### config.mk
export PLATFORM = sky130hd
export DESIGN_NAME = websocket_frame_decoder
export DESIGN_NICKNAME = d
export VERILOG_FILES = /design/src/rtl/wsfd_pkg.sv /design/src/rtl/wsfd_front.sv /design/src/rtl/wsfd_queue.sv /design/src/rtl/wsfd_back.sv /design/src/rtl/websocket_frame_decoder.sv
export SDC_FILE = /design/constraint.sdc
export NUM_CORES = 1
export LEC_CHECK = 0
export BUFFER_PORTS_ARGS = -buffer_cell sky130_fd_sc_hd__buf_4
export CAP_MARGIN = 20
export CORE_ASPECT_RATIO = 0.7
export CORE_MARGIN = 8
export CORE_UTILIZATION = 45
export DETAILED_ROUTE_END_ITERATION = 16
export PLACE_DENSITY = 0.73
export SLEW_MARGIN = 25
export SYNTH_ARGS = -nofsm -noshare
export SYNTH_HDL_FRONTEND = slang
export SYNTH_SLANG_ARGS = --single-unit
### constraint.sdc
create_clock -name clk -period 10.87 [get_ports clk]
set_clock_uncertainty 0.15 [all_clocks]
set_input_delay 2.174 -clock clk [delete_from_list [all_inputs] [get_ports clk]]
set_output_delay 2.174 -clock clk [all_outputs]
set_load 0.05 [all_outputs]
### src/rtl/wsfd_pkg.sv
// package for the websocket frame decoder: phase and result types, error codes,
// queue entry layout and header constants. depends on nothing.
`timescale 1ns / 1ps

package wsfd_pkg;

    localparam int LENGTH_WIDTH_DEFAULT = 63;
    localparam int QUEUE_DEPTH          = 4;

    localparam int LEN_OUT_WIDTH = 63;

    localparam logic [6:0]  LEN_EXT16 = 7'd126;
    localparam logic [6:0]  LEN_EXT64 = 7'd127;
    localparam logic [63:0] CTRL_MAX  = 64'd125;

    localparam logic [2:0] ERR_OK        = 3'd0;
    localparam logic [2:0] ERR_TRUNC     = 3'd1;
    localparam logic [2:0] ERR_RSV       = 3'd2;
    localparam logic [2:0] ERR_OPCODE    = 3'd3;
    localparam logic [2:0] ERR_LEN_BIG   = 3'd4;
    localparam logic [2:0] ERR_CTRL_LONG = 3'd5;
    localparam logic [2:0] ERR_CTRL_FRAG = 3'd6;

    localparam logic [3:0] OPC_CONT   = 4'd0;
    localparam logic [3:0] OPC_TEXT   = 4'd1;
    localparam logic [3:0] OPC_BINARY = 4'd2;
    localparam logic [3:0] OPC_CLOSE  = 4'd8;
    localparam logic [3:0] OPC_PING   = 4'd9;
    localparam logic [3:0] OPC_PONG   = 4'd10;

    typedef enum logic [2:0] {
        PH_HDR1,
        PH_HDR2,
        PH_EXTLEN,
        PH_KEY,
        PH_PAYLOAD,
        PH_DROP
    } phase_t;

    // what one accepted byte leaves for the back end
    typedef enum logic [2:0] {
        EMIT_NONE,
        EMIT_TRUNC,
        EMIT_REPORT,
        EMIT_LEN_BIG,
        EMIT_DATA_MORE,
        EMIT_DATA_END,
        EMIT_DATA_TRUNC
    } emit_t;

    typedef struct packed {
        logic [7:0]               data;
        logic [7:0]               key;
        logic                     xor_en;
        logic                     data_valid;
        logic                     frame_done;
        logic                     fin;
        logic [3:0]               opcode;
        logic                     masked;
        logic [LEN_OUT_WIDTH-1:0] length;
        logic [2:0]               err;
    } entry_t;

endpackage

### src/rtl/wsfd_front.sv
// front end of the websocket frame decoder: header parser, one byte per cycle while accept is high,
// classifies each accepted byte and writes a queue entry for each one that leaves a result. depends on wsfd_pkg.
`timescale 1ns / 1ps

module wsfd_front #(
    parameter int LENGTH_WIDTH = wsfd_pkg::LENGTH_WIDTH_DEFAULT
) (
    input  logic                 clk,
    input  logic                 rst_n,
    input  logic                 accept,
    input  logic [7:0]           in_byte,
    input  logic                 in_last,
    output logic                 entry_push,
    output wsfd_pkg::entry_t     entry
);

    wsfd_pkg::phase_t phase_reg, phase_next;
    logic                    fin_reg, fin_next;
    logic [3:0]              opc_reg, opc_next;
    logic [2:0]              herr_reg, herr_next;
    logic                    masked_reg, masked_next;
    logic [63:0]             len_reg, len_next;
    logic [2:0]              fcnt_reg, fcnt_next;
    logic [31:0]             key_reg, key_next;
    logic [LENGTH_WIDTH-1:0] rem_reg, rem_next;
    logic [1:0]              kpos_reg, kpos_next;
    logic                    skip_reg, skip_next;

    wsfd_pkg::emit_t kind;

    function automatic logic opcode_ok(input logic [3:0] op);
        return op == wsfd_pkg::OPC_CONT || op == wsfd_pkg::OPC_TEXT
            || op == wsfd_pkg::OPC_BINARY || op == wsfd_pkg::OPC_CLOSE
            || op == wsfd_pkg::OPC_PING || op == wsfd_pkg::OPC_PONG;
    endfunction

    // next state and classification
    always_comb
    begin
        logic [6:0]              len7;
        logic [63:0]             len_sh;
        logic [LENGTH_WIDTH-1:0] rem_dec;
        logic                    after_len;
        logic                    hdr_done;
        logic [2:0]              ctrl_err;

        phase_next  = phase_reg;
        fin_next    = fin_reg;
        opc_next    = opc_reg;
        herr_next   = herr_reg;
        masked_next = masked_reg;
        len_next    = len_reg;
        fcnt_next   = fcnt_reg;
        key_next    = key_reg;
        rem_next    = rem_reg;
        kpos_next   = kpos_reg;
        skip_next   = skip_reg;
        kind        = wsfd_pkg::EMIT_NONE;
        after_len   = 1'b0;
        hdr_done    = 1'b0;
        ctrl_err    = wsfd_pkg::ERR_OK;
        len7        = in_byte[6:0];
        len_sh      = {len_reg[55:0], in_byte};
        rem_dec     = rem_reg - {{(LENGTH_WIDTH-1){1'b0}}, 1'b1};

        if (accept)
        begin
            case (phase_reg)
                wsfd_pkg::PH_HDR1:
                begin
                    fin_next    = in_byte[7];
                    opc_next    = in_byte[3:0];
                    masked_next = 1'b0;
                    len_next    = '0;
                    skip_next   = 1'b0;
                    if (in_byte[6:4] != 3'b000)
                        herr_next = wsfd_pkg::ERR_RSV;
                    else if (!opcode_ok(in_byte[3:0]))
                        herr_next = wsfd_pkg::ERR_OPCODE;
                    else
                        herr_next = wsfd_pkg::ERR_OK;
                    if (in_last)
                        kind = wsfd_pkg::EMIT_TRUNC;
                    else
                        phase_next = wsfd_pkg::PH_HDR2;
                end
                wsfd_pkg::PH_HDR2:
                begin
                    masked_next = in_byte[7];
                    if (herr_reg != wsfd_pkg::ERR_OK)
                    begin
                        len_next   = {57'd0, len7};
                        phase_next = in_last ? wsfd_pkg::PH_HDR1 : wsfd_pkg::PH_DROP;
                        kind       = wsfd_pkg::EMIT_REPORT;
                    end
                    else if (len7 == wsfd_pkg::LEN_EXT16 || len7 == wsfd_pkg::LEN_EXT64)
                    begin
                        len_next = '0;
                        if (in_last)
                            kind = wsfd_pkg::EMIT_TRUNC;
                        else
                        begin
                            fcnt_next  = (len7 == wsfd_pkg::LEN_EXT16) ? 3'd1 : 3'd7;
                            phase_next = wsfd_pkg::PH_EXTLEN;
                        end
                    end
                    else
                    begin
                        len_next  = {57'd0, len7};
                        after_len = 1'b1;
                    end
                end
                wsfd_pkg::PH_EXTLEN:
                begin
                    len_next = len_sh;
                    if (fcnt_reg != 3'd0)
                    begin
                        fcnt_next = fcnt_reg - 3'd1;
                        if (in_last)
                            kind = wsfd_pkg::EMIT_TRUNC;
                    end
                    else if ((len_sh >> LENGTH_WIDTH) != 64'd0)
                    begin
                        phase_next = in_last ? wsfd_pkg::PH_HDR1 : wsfd_pkg::PH_DROP;
                        kind       = wsfd_pkg::EMIT_LEN_BIG;
                    end
                    else
                        after_len = 1'b1;
                end
                wsfd_pkg::PH_KEY:
                begin
                    key_next = {key_reg[23:0], in_byte};
                    if (fcnt_reg != 3'd0)
                    begin
                        fcnt_next = fcnt_reg - 3'd1;
                        if (in_last)
                            kind = wsfd_pkg::EMIT_TRUNC;
                    end
                    else
                        hdr_done = 1'b1;
                end
                wsfd_pkg::PH_PAYLOAD:
                begin
                    kpos_next = kpos_reg + 2'd1;
                    rem_next  = rem_dec;
                    if (rem_dec == '0)
                    begin
                        phase_next = wsfd_pkg::PH_HDR1;
                        kind = skip_reg ? wsfd_pkg::EMIT_REPORT : wsfd_pkg::EMIT_DATA_END;
                    end
                    else if (in_last)
                    begin
                        phase_next = wsfd_pkg::PH_HDR1;
                        kind = skip_reg ? wsfd_pkg::EMIT_TRUNC : wsfd_pkg::EMIT_DATA_TRUNC;
                    end
                    else if (!skip_reg)
                        kind = wsfd_pkg::EMIT_DATA_MORE;
                end
                default:
                begin
                    phase_next = in_last ? wsfd_pkg::PH_HDR1 : wsfd_pkg::PH_DROP;
                end
            endcase

            // length settled: mask key next, or straight to the payload
            if (after_len)
            begin
                if (masked_next)
                begin
                    if (in_last)
                        kind = wsfd_pkg::EMIT_TRUNC;
                    else
                    begin
                        fcnt_next  = 3'd3;
                        key_next   = '0;
                        phase_next = wsfd_pkg::PH_KEY;
                    end
                end
                else
                    hdr_done = 1'b1;
            end

            // header complete: control frame checks
            if (hdr_done)
            begin
                if (opc_reg[3] && len_next > wsfd_pkg::CTRL_MAX)
                    ctrl_err = wsfd_pkg::ERR_CTRL_LONG;
                else if (opc_reg[3] && !fin_reg)
                    ctrl_err = wsfd_pkg::ERR_CTRL_FRAG;
                herr_next = ctrl_err;
                skip_next = 1'b0;
                if (len_next == 64'd0)
                begin
                    phase_next = wsfd_pkg::PH_HDR1;
                    kind       = wsfd_pkg::EMIT_REPORT;
                end
                else if (in_last)
                    kind = wsfd_pkg::EMIT_TRUNC;
                else
                begin
                    skip_next  = (ctrl_err != wsfd_pkg::ERR_OK);
                    rem_next   = len_next[LENGTH_WIDTH-1:0];
                    kpos_next  = 2'd0;
                    phase_next = wsfd_pkg::PH_PAYLOAD;
                end
            end

            if (kind == wsfd_pkg::EMIT_TRUNC)
                phase_next = wsfd_pkg::PH_HDR1;
        end
    end

    // queue entry for the classified byte
    always_comb
    begin
        entry_push       = accept && (kind != wsfd_pkg::EMIT_NONE);
        entry.data       = 8'd0;
        entry.xor_en     = 1'b0;
        entry.data_valid = 1'b0;
        entry.frame_done = 1'b1;
        entry.err        = wsfd_pkg::ERR_OK;
        entry.fin        = fin_next;
        entry.opcode     = opc_next;
        entry.masked     = masked_next;
        entry.length     = len_next[wsfd_pkg::LEN_OUT_WIDTH-1:0];
        case (kpos_reg)
            2'd0:    entry.key = key_reg[31:24];
            2'd1:    entry.key = key_reg[23:16];
            2'd2:    entry.key = key_reg[15:8];
            default: entry.key = key_reg[7:0];
        endcase
        case (kind)
            wsfd_pkg::EMIT_TRUNC:   entry.err = wsfd_pkg::ERR_TRUNC;
            wsfd_pkg::EMIT_REPORT:  entry.err = herr_next;
            wsfd_pkg::EMIT_LEN_BIG: entry.err = wsfd_pkg::ERR_LEN_BIG;
            wsfd_pkg::EMIT_DATA_MORE,
            wsfd_pkg::EMIT_DATA_END,
            wsfd_pkg::EMIT_DATA_TRUNC:
            begin
                entry.data       = in_byte;
                entry.xor_en     = masked_reg;
                entry.data_valid = 1'b1;
                entry.frame_done = (kind != wsfd_pkg::EMIT_DATA_MORE);
                entry.err = (kind == wsfd_pkg::EMIT_DATA_TRUNC) ? wsfd_pkg::ERR_TRUNC
                                                                : wsfd_pkg::ERR_OK;
            end
            default:
            begin
                entry.frame_done = 1'b0;
            end
        endcase
    end

    always_ff @(posedge clk or negedge rst_n)
    begin
        if (!rst_n)
        begin
            phase_reg  <= wsfd_pkg::PH_HDR1;
            fin_reg    <= 1'b0;
            opc_reg    <= 4'd0;
            herr_reg   <= wsfd_pkg::ERR_OK;
            masked_reg <= 1'b0;
            len_reg    <= '0;
            fcnt_reg   <= 3'd0;
            key_reg    <= '0;
            rem_reg    <= '0;
            kpos_reg   <= 2'd0;
            skip_reg   <= 1'b0;
        end
        else
        begin
            phase_reg  <= phase_next;
            fin_reg    <= fin_next;
            opc_reg    <= opc_next;
            herr_reg   <= herr_next;
            masked_reg <= masked_next;
            len_reg    <= len_next;
            fcnt_reg   <= fcnt_next;
            key_reg    <= key_next;
            rem_reg    <= rem_next;
            kpos_reg   <= kpos_next;
            skip_reg   <= skip_next;
        end
    end

endmodule

### src/rtl/wsfd_queue.sv
// short register queue between the parser and the output stage.
// depends on wsfd_pkg for the entry layout and depth.
`timescale 1ns / 1ps

module wsfd_queue (
    input  logic             clk,
    input  logic             rst_n,
    input  logic             push,
    input  wsfd_pkg::entry_t push_entry,
    output logic             full,
    input  logic             pop,
    output logic             empty,
    output wsfd_pkg::entry_t head
);

    localparam int PTR_W = $clog2(wsfd_pkg::QUEUE_DEPTH);
    localparam int CNT_W = $clog2(wsfd_pkg::QUEUE_DEPTH + 1);
    localparam logic [CNT_W-1:0] DEPTH_C = CNT_W'(wsfd_pkg::QUEUE_DEPTH);
    localparam logic [PTR_W-1:0] LAST_C  = PTR_W'(wsfd_pkg::QUEUE_DEPTH - 1);

    wsfd_pkg::entry_t slot_reg [wsfd_pkg::QUEUE_DEPTH];
    logic [PTR_W-1:0] wr_ptr_reg, wr_ptr_next;
    logic [PTR_W-1:0] rd_ptr_reg, rd_ptr_next;
    logic [CNT_W-1:0] count_reg, count_next;
    logic             do_push, do_pop;

    assign full    = (count_reg == DEPTH_C);
    assign empty   = (count_reg == '0);
    assign head    = slot_reg[rd_ptr_reg];
    assign do_push = push && !full;
    assign do_pop  = pop && !empty;

    always_comb
    begin
        wr_ptr_next = wr_ptr_reg;
        rd_ptr_next = rd_ptr_reg;
        count_next  = count_reg;
        if (do_push)
            wr_ptr_next = (wr_ptr_reg == LAST_C) ? '0 : wr_ptr_reg + 1'b1;
        if (do_pop)
            rd_ptr_next = (rd_ptr_reg == LAST_C) ? '0 : rd_ptr_reg + 1'b1;
        if (do_push && !do_pop)
            count_next = count_reg + 1'b1;
        else if (do_pop && !do_push)
            count_next = count_reg - 1'b1;
    end

    always_ff @(posedge clk or negedge rst_n)
    begin
        if (!rst_n)
        begin
            wr_ptr_reg <= '0;
            rd_ptr_reg <= '0;
            count_reg  <= '0;
        end
        else
        begin
            wr_ptr_reg <= wr_ptr_next;
            rd_ptr_reg <= rd_ptr_next;
            count_reg  <= count_next;
        end
    end

    always_ff @(posedge clk)
    begin
        if (do_push)
            slot_reg[wr_ptr_reg] <= push_entry;
    end

endmodule

### src/rtl/wsfd_back.sv
// back end of the websocket frame decoder: unmasks the queued item and holds
// it in the output register until popped. depends on wsfd_pkg.
`timescale 1ns / 1ps

module wsfd_back (
    input  logic             clk,
    input  logic             rst_n,
    input  logic             q_empty,
    input  wsfd_pkg::entry_t q_head,
    output logic             q_pop,
    input  logic             pop,
    output logic             empty,
    output logic [7:0]       out_byte,
    output logic             data_valid,
    output logic             frame_done,
    output logic             fin_flag,
    output logic [3:0]       frame_opcode,
    output logic             was_masked,
    output logic [62:0]      frame_length,
    output logic [2:0]       error_code
);

    logic             valid_reg, valid_next;
    logic [7:0]       byte_reg;
    wsfd_pkg::entry_t hold_reg;

    // refill when the register is free or being emptied this cycle
    assign q_pop = !q_empty && (!valid_reg || pop);

    always_comb
    begin
        valid_next = valid_reg;
        if (q_pop)
            valid_next = 1'b1;
        else if (pop)
            valid_next = 1'b0;
    end

    always_ff @(posedge clk or negedge rst_n)
    begin
        if (!rst_n)
            valid_reg <= 1'b0;
        else
            valid_reg <= valid_next;
    end

    always_ff @(posedge clk)
    begin
        if (q_pop)
        begin
            byte_reg <= q_head.xor_en ? (q_head.data ^ q_head.key) : q_head.data;
            hold_reg <= q_head;
        end
    end

    assign empty        = !valid_reg;
    assign out_byte     = byte_reg;
    assign data_valid   = hold_reg.data_valid;
    assign frame_done   = hold_reg.frame_done;
    assign fin_flag     = hold_reg.fin;
    assign frame_opcode = hold_reg.opcode;
    assign was_masked   = hold_reg.masked;
    assign frame_length = hold_reg.length;
    assign error_code   = hold_reg.err;

endmodule

### src/rtl/websocket_frame_decoder.sv
// top level of the websocket frame decoder: parser front end, item queue and
// output stage. depends on wsfd_pkg, wsfd_front, wsfd_queue and wsfd_back.
`timescale 1ns / 1ps

// the decoder takes one raw byte per clock while full is low: the header parser
// never stalls on a byte, so full rises only when the item queue behind the
// parser fills up because pop is held low. a result passes through the item
// queue into the output register before it reaches the output ports; header
// bytes, mask key bytes and skipped control payload give a result only where
// they end a frame or report an error, and dropped bytes give none. payload
// bytes come out already unmasked, and the frame fields ride on every result,
// with frame_done marking the one that closes a frame. after reserved bits, an
// unknown opcode or an oversized length the decoder reports the error, then
// drops bytes silently up to the end-of-buffer mark. LENGTH_WIDTH sets how
// many length bits are accepted and how wide the payload down-counter is.

module websocket_frame_decoder #(
    parameter int LENGTH_WIDTH = wsfd_pkg::LENGTH_WIDTH_DEFAULT
) (
    input  logic        clk,
    input  logic        rst_n,
    input  logic        push,
    output logic        full,
    input  logic [7:0]  in_byte,
    input  logic        in_last,
    output logic        empty,
    input  logic        pop,
    output logic [7:0]  out_byte,
    output logic        data_valid,
    output logic        frame_done,
    output logic        fin_flag,
    output logic [3:0]  frame_opcode,
    output logic        was_masked,
    output logic [62:0] frame_length,
    output logic [2:0]  error_code
);

    logic             accept;
    logic             entry_push;
    wsfd_pkg::entry_t entry;
    logic             q_empty;
    logic             q_pop;
    wsfd_pkg::entry_t q_head;

    // an item is taken whenever the queue has room for what it may produce
    assign accept = push && !full;

    wsfd_front #(
        .LENGTH_WIDTH (LENGTH_WIDTH)
    ) u_front (
        .clk        (clk),
        .rst_n      (rst_n),
        .accept     (accept),
        .in_byte    (in_byte),
        .in_last    (in_last),
        .entry_push (entry_push),
        .entry      (entry)
    );

    // decouples the parser from a stalled consumer
    wsfd_queue u_queue (
        .clk        (clk),
        .rst_n      (rst_n),
        .push       (entry_push),
        .push_entry (entry),
        .full       (full),
        .pop        (q_pop),
        .empty      (q_empty),
        .head       (q_head)
    );

    wsfd_back u_back (
        .clk          (clk),
        .rst_n        (rst_n),
        .q_empty      (q_empty),
        .q_head       (q_head),
        .q_pop        (q_pop),
        .pop          (pop),
        .empty        (empty),
        .out_byte     (out_byte),
        .data_valid   (data_valid),
        .frame_done   (frame_done),
        .fin_flag     (fin_flag),
        .frame_opcode (frame_opcode),
        .was_masked   (was_masked),
        .frame_length (frame_length),
        .error_code   (error_code)
    );

endmodule

==> run metrics, run 1 <==
CTS Buf Count=60; I/O Pins=97; Ant. Diodes=0; commonest non-fill, non-tap cell in the layout=edfxtp_1; Critical Path RT=10.99 ns; Syn Inst Count=2061; Core Rows=76; area grow syn2layout=13.3%; final-layout fill cell count=5036; via count=18666; leak pwr=11.1 nW; Logic pwr share=31.3%; RSZ-0062 raised after global routing=false; core area=0.0612 sq mm; flip-flop count of the largest register after layout=364; Synth area leaders=edfxtp_1, dfrtp_1, mux4_2, nand2_1, a21oi_1; Slew @ Worst Pin=1.12 ns; Crit path max-delay family=simple AND/OR/NAND/NOR gates; Avg Cell Area, Syn=13.5 sq um; FF+latch count, synth=631; GP Congestion=0.988; Pre-Repair DR Iteration Count=9; crit path time final=6.56 ns; Crit path arrival time=6.68 ns; CP Launch Type=register; Critical path buffers and inverters=2; reg2reg start=u_front.rem_reg[1]; gr usage total=21.8%; Fmax=152 MHz; Peak VDD IR=0.202 mV; share of cells above drive strength 1=16.7%; PD cells=267 mW/mm^2; Die X=313 microns; vias per cell=6.24; syn_nets=2089; Sink Count=631; outcome=completed; Final ANT Viol Nets=0; wire length of the first global-routing pass=116000 microns; number of synthesized flops with an enable pin=446; Max FO, Critical Path=65; switch share=36.3%; WHS Endpoint=u_front.fcnt_reg[1]; final wirelength=78900 microns; Post-CTS Repair Setup Buffers=0; initial antenna violation count=2; Clk pwr share=25.8%; slew margin rel.=24.8%; Setup violations, final=0; reg-to-reg slack, setup=4.31 ns; number of hold buffers added after CTS=0; root buf cell=clkbuf_16; hold path startpoint=u_front.fcnt_reg[1]; asr flop ratio synth=29.3%; Port Buf Inserts=96; final period utilization=60.3%; CTS tree=built; crit path cell chain=inv_1, ha_1, nor4b_1, nand4_1, or4_1, xnor2_1, a21o_1, or4_1, nor4_4, a21oi_2, a31oi_4, and2_4, buf_4; CTS max path bufs=3; Die Ht=224 microns; most frequent cells in the layout=edfxtp_1, nand2_1, dfrtp_1; Cell Int Power=5.34 mW; share of the synthesized area in the top cell type=48.2%; Hold Violations, Final=0; Reg-to-Reg End=u_queue.slot_reg[2][68]; placed insts=2878; number of global-route vias before repair=17742; DP Worst Slack=3.99 ns; Critical Path Max Stage Delay=0.85 ns; Starting Density=45.3%; synth unique cells=77; Worst Setup End Kind=register; dominant cell type by area after synthesis=edfxtp_1; pin count of the biggest net entering global routing=102; Reg2Reg Depth=13; CP most frequent cell=or4_1; Total Negative Setup Slacks=0 ns; non-filler cells, final=2991; clock insertion delay at the later pin of the skew report=0.65 ns; switching power=3.05 mW; YS warnings=0; hold slack=0.339 ns; final setup margin=4.31 ns; WS Path Type=reg -> reg; hold depth=2; HP Class=reg -> reg; Max Cap Viol=0; GRT overflow=0; Pwr Total=8.38 mW; DRT iter0 DRCs=2490; Nets=2149; Die Area=0.0700 sq mm; sequential cell area fraction in the yosys report=64.9%; DP Wirelength=52900 microns; Sequential Power Share=42.9%; # resized after CTS=0; DR WL/cell=26.4 microns; Worst-path clk slew=0.07 ns; max-slew violation count=0; mapped cell area=0.0278 sq mm; CP max stage cell=nor4b_1; H-tree Lvls=2; dominant synthesized flop cell=edfxtp_1; Residual DRC=0
==> stage by stage <==
step	util, %	instance area, sq um
2_1_floorplan	-	27800
4_1_cts	51.3	31400
6_report	51.3	31400
3_3_place_gp	47.9	29300
5_1_grt	51.3	31400
3_5_place_dp	48.0	29400
==> cell families (layout without fill, tap and decap cells) <==
family          Yosys count  in the layout  share of synthesized area, %
simple gates            658            658                          11.9
compound gates          439            439                          10.8
xor+xnor                 37             37                          1.17
mux                     111            111                          8.16
buf+inv                 170            281                          2.33
flops                   631            631                          64.9
fa+ha+maj                15             15                         0.703
==> cells in the mapped netlist, drive strengths merged, types with 23 or more instances <==
cell / n
clkbuf: 115
o21ai: 97
inv: 35
nand3: 41
and3: 35
nor3: 41
o22a: 38
nor2: 93
dfrtp: 185
nand4: 24
or4: 23
xnor2: 30
mux4: 91
nand2: 249
a21oi: 104
a22oi: 38
and2: 54
nor4: 38
edfxtp: 446
==> how the worst max path moves through the flow <==
stage,start,end,slack (ns),cells past startpoint
2_1_floorplan,pop,u_queue.count_reg[1],2.97,7
3_3_place_gp,in_byte[1],u_queue.slot_reg[1][69],4.08,12
3_5_place_dp,in_byte[1],u_queue.slot_reg[2][84],3.99,12
4_1_cts,u_front.rem_reg[1],u_queue.slot_reg[1][60],4.41,13
5_1_grt,u_front.rem_reg[4],u_queue.slot_reg[1][84],4.06,11
6_report,u_front.rem_reg[1],u_queue.slot_reg[2][68],4.31,13
==> worst register-to-register path, stage by stage (launching register included) <==
cell and delay, ns:
dfrtp_1 0.40, inv_1 0.12, ha_1 0.25, nor4b_1 0.85, nand4_1 0.44, or4_1 0.68, xnor2_1 0.16, a21o_1 0.17
or4_1 0.55, nor4_4 0.52, a21oi_2 0.16, a31oi_4 0.37, and2_4 0.49, buf_4 0.82
==> routing by layer <==
layer,GRT usage [%],wire length [microns],vias up
li1,-,-,8081
met1,33.0,34900,9459
met2,29.5,32500,1011
met3,8.26,10000,113
met4,4.64,1460,2
met5,0,13,-
==> power by group through the flow <==
stage	Combinational [mW]	Sequential, mW	Clock (mW)
floorplan	1.34	4.04	0
global placement	2.59	3.61	0
detailed placement	2.62	3.63	0
CTS	2.63	3.59	2.20
global route	2.77	3.65	2.29
finish	2.62	3.60	2.16
==> cell type report <==
type / instances / area, sq um / area share [%]
tap: 819 / 1020 / 3.26
timing repair buffer: 133 / 1030 / 3.27
multi-input combinational: 1260 / 9170 / 29.2
clock inverter: 40 / 469 / 1.49
clock buffer: 73 / 1580 / 5.03
inverter: 35 / 131 / 0.418
sequential: 631 / 18000 / 57.4
(Power assumes the default switching activity.)
==> run 2, diff against run 1 <==
--- a/config.mk
+++ b/config.mk
@@ -5,13 +5,14 @@
 export SDC_FILE = /design/constraint.sdc
 export NUM_CORES = 1
 export LEC_CHECK = 0
+export ABC_AREA = 1
 export BUFFER_PORTS_ARGS = -buffer_cell sky130_fd_sc_hd__buf_4
 export CAP_MARGIN = 20
 export CORE_ASPECT_RATIO = 0.7
 export CORE_MARGIN = 8
 export CORE_UTILIZATION = 45
 export DETAILED_ROUTE_END_ITERATION = 16
-export PLACE_DENSITY = 0.73
+export PLACE_DENSITY = 0.75
 export SLEW_MARGIN = 25
 export SYNTH_ARGS = -nofsm -noshare
 export SYNTH_HDL_FRONTEND = slang
==> constraint.sdc (replaced) <==
create_clock -name clk -period 5.4 [get_ports clk]
set_clock_uncertainty 0.15 [all_clocks]
set_input_delay 1.08 -clock clk [delete_from_list [all_inputs] [get_ports clk]]
set_output_delay 1.08 -clock clk [all_outputs]
set_load 0.05 [all_outputs]
==> run 2 against run 1 <==
Net effect: non-clock buffer count down 8; highest routed layer unchanged; critical path depth increased by 8; register-to-register slack worse by 3.6 ns; design area up 2.8%; clock power increased by 94%; critical path type unchanged; largest cell class unchanged; first-iteration DRC count rose by 6.1%.
==> run metrics, run 2 <==
outcome=completed (unchanged); RSZ-0062 raised after global routing=false (unchanged); initial antenna violation count=1 (was 2); WS Path Type=reg -> reg (unchanged); mapped cell area=0.0289 sq mm (was 0.0278 sq mm); Die Ht=228 microns (was 224 microns); non-filler cells, final=3865 (was 2991); Hold Violations, Final=0 (unchanged); root buf cell=clkbuf_16 (unchanged); core area=0.0633 sq mm (was 0.0612 sq mm); Peak VDD IR=0.367 mV (was 0.202 mV); asr flop ratio synth=29.3% (unchanged); max-slew violation count=0 (unchanged); switch share=40.5% (was 36.3%); number of synthesized flops with an enable pin=446 (unchanged); flip-flop count of the largest register after layout=364 (unchanged); Residual DRC=0 (unchanged); dominant cell type by area after synthesis=edfxtp_1 (unchanged); CTS tree=built (unchanged); Clk pwr share=22.5% (was 25.8%); number of hold buffers added after CTS=0 (unchanged); H-tree Lvls=2 (unchanged); YS warnings=0 (unchanged); DP Worst Slack=0.712 ns (was 3.99 ns); final instance area=0.0323 sq mm (was 0.0314 sq mm); most frequent cells in the layout=nand2_1, edfxtp_1, nor2_1 (was edfxtp_1, nand2_1, dfrtp_1); CP max stage cell=dfrtp_1 (was nor4b_1); DP Wirelength=49400 microns (was 52900 microns); Max Cap Viol=0 (unchanged); hold slack=0.375 ns (was 0.339 ns); Total Negative Setup Slacks=0 ns (unchanged); Final ANT Viol Nets=0 (unchanged); clock insertion delay at the later pin of the skew report=0.62 ns (was 0.65 ns); Crit path max-delay family=simple AND/OR/NAND/NOR gates (unchanged); Cell Int Power=11.1 mW (was 5.34 mW); most frequent cell after synthesis=nand2_1 (was edfxtp_1); WP depth=21 (was 13); Die X=319 microns (was 313 microns); GRT overflow=0 (unchanged); HP Class=in -> async (was reg -> reg); GP Congestion=1.00 (was 0.988); placed insts=3758 (was 2878); Max FO, Critical Path=17 (was 65); Die Area=0.0726 sq mm (was 0.0700 sq mm); Critical path buffers and inverters=5 (was 2); vias per cell=5.63 (was 6.24); crit path time final=4.64 ns (was 6.56 ns); Critical Path Max Stage Delay=0.48 ns (was 0.85 ns); CTS max path bufs=3 (unchanged); Sequential Power Share=40.1% (was 42.9%); crit path cell chain=inv_2, nand2_2, inv_2, buf_4, o22ai_1, nor3_1, nor2b_1, nand2_1, nor2_1, nand3_2, inv_1, nand2_1, nand3_1, nand2_2, nand3_4, ha_1, inv_1, fa_1, a21oi_1, o21ai_0, xor2_1 (was inv_1, ha_1, nor4b_1, nand4_1, or4_1, xnor2_1, a21o_1, or4_1, nor4_4, a21oi_2, a31oi_4, and2_4, buf_4); Avg Cell Area, Syn=9.78 sq um (was 13.5 sq um); sequential cell area fraction in the yosys report=62.5% (was 64.9%); Nets=3017 (was 2149); final wirelength=75000 microns (was 78900 microns); FF+latch count, synth=631 (unchanged); DRT iter0 DRCs=2641 (was 2490); Slew @ Worst Pin=1.06 ns (was 1.12 ns); Logic pwr share=37.4% (was 31.3%); Commonest cells post-synth=nand2_1, edfxtp_1, nor2_1 (was edfxtp_1, nand2_1, dfrtp_1); via count=21750 (was 18666); gr usage total=20.1% (was 21.8%); number of global-route vias before repair=20138 (was 17742); Port Buf Inserts=96 (unchanged); Sink Count=631 (unchanged); CTS Buf Count=56 (was 60); synth unique cells=58 (was 77); # resized after CTS=0 (unchanged); share of cells above drive strength 1=9.49% (was 16.7%); Starting Density=45.6% (was 45.3%); Ant. Diodes=0 (unchanged); pin count of the biggest net entering global routing=111 (was 102); DR WL/cell=19.4 microns (was 26.4 microns); I/O Pins=97 (unchanged); Setup violations, final=0 (unchanged); DP Area=0.0303 sq mm (was 0.0294 sq mm); Core Rows=77 (was 76); PD cells=578 mW/mm^2 (was 267 mW/mm^2); syn_nets=2979 (was 2089); switching power=7.56 mW (was 3.05 mW); wire length of the first global-routing pass=118000 microns (was 116000 microns); final setup margin=0.757 ns (was 4.31 ns); area grow syn2layout=12.0% (was 13.3%); Fmax=215 MHz (was 152 MHz); Worst-path clk slew=0.07 ns (about the same); leak pwr=12.2 nW (was 11.1 nW); Crit path arrival time=4.97 ns (was 6.68 ns); Reg2Reg Depth=21 (was 13); Post-CTS Repair Setup Buffers=0 (unchanged); Synth area leaders=edfxtp_1, dfrtp_1, nand2_1, o21ai_0, nor2_1 (was edfxtp_1, dfrtp_1, mux4_2, nand2_1, a21oi_1); slew margin rel.=28.9% (was 24.8%); Syn Inst Count=2951 (was 2061); Pre-Repair DR Iteration Count=5 (was 9); final period utilization=86.0% (was 60.3%); Worst Setup End Kind=register (unchanged); Critical Path RT=5.73 ns (was 10.99 ns); commonest non-fill, non-tap cell in the layout=nand2_1 (was edfxtp_1); CP Launch Type=register (unchanged); share of the synthesized area in the top cell type=46.4% (was 48.2%); dominant synthesized flop cell=edfxtp_1 (unchanged)
-- run 2: path summary, 6_finish.rpt --
kind                                         to            startpoint  slack [ns]
max                        u_queue.count_reg[2]  u_front.phase_reg[2]        0.76
min                          u_front.key_reg[7]                 rst_n        0.38
max reg2reg                u_queue.count_reg[2]  u_front.phase_reg[2]        0.76
min reg2reg                 u_front.key_reg[29]   u_front.key_reg[21]        0.38
max in group asynchronous   u_front.len_reg[55]                 rst_n        3.66
min in group clk            u_front.key_reg[29]   u_front.key_reg[21]        0.38
-- run 2: stage by stage --
stage / utilization (%) / power (mW)
3_5_place_dp: 47.9 / 14.4
3_3_place_gp: 47.9 / 14.3
4_1_cts: 50.9 / 18.7
2_1_floorplan: - / 12.3
6_report: 51.0 / 18.7
5_1_grt: 51.0 / 19.7
-- run 2: worst register-to-register path, stage by stage (launching register included) --
cell and delay (ns):
dfrtp_1 0.48, inv_2 0.18, nand2_2 0.21, inv_2 0.35, buf_4 0.31, o22ai_1 0.18, nor3_1 0.22, nor2b_1 0.28
nand2_1 0.09, nor2_1 0.29, nand3_2 0.17, inv_1 0.08, nand2_1 0.06, nand3_1 0.15, nand2_2 0.12, nand3_4 0.17
ha_1 0.17, inv_1 0.08, fa_1 0.39, a21oi_1 0.14, o21ai_0 0.11, xor2_1 0.15
-- run 2: cells by family after synthesis --
kind of cell               count (synthesis)  share of synthesized area [%]
DFF                                      631                           62.5
muxes                                      2                         0.0910
buffers and inverters                    431                           5.92
AOI/OAI and AO/OA                        749                           14.5
and+or+nand+nor                         1107                           15.8
adders and majority gates                 15                          0.677
xor gates and xnor gates                  16                          0.486
-- run 2: layout make-up --
type                    count  area, sq um
fillers                  5570        31000
clock buffers              67         1520
well taps                 829         1040
flip-flops and latches    631        18000
multi-input cells        1889         9150
clock inverters            38          417
inverters                 286         1090
repair buffers            125         1060
-- run 2: power groups by stage --
stage | logic, mW | clock network (mW) | registers, mW
global route | 7.63 | 4.46 | 7.59
detailed placement | 6.83 | 0 | 7.61
finish | 6.98 | 4.20 | 7.47
global placement | 6.74 | 0 | 7.59
CTS | 6.87 | 4.26 | 7.53
floorplan | 3.71 | 0 | 8.58
-- run 2: layer usage --
layer	share of wire, %	global-route usage [%]	up-vias
li1	-	-	10274
met1	47	31.5	10435
met2	41	28.4	945
met3	9.9	4.24	94
met4	1.7	4.00	2
met5	0.017	0	-
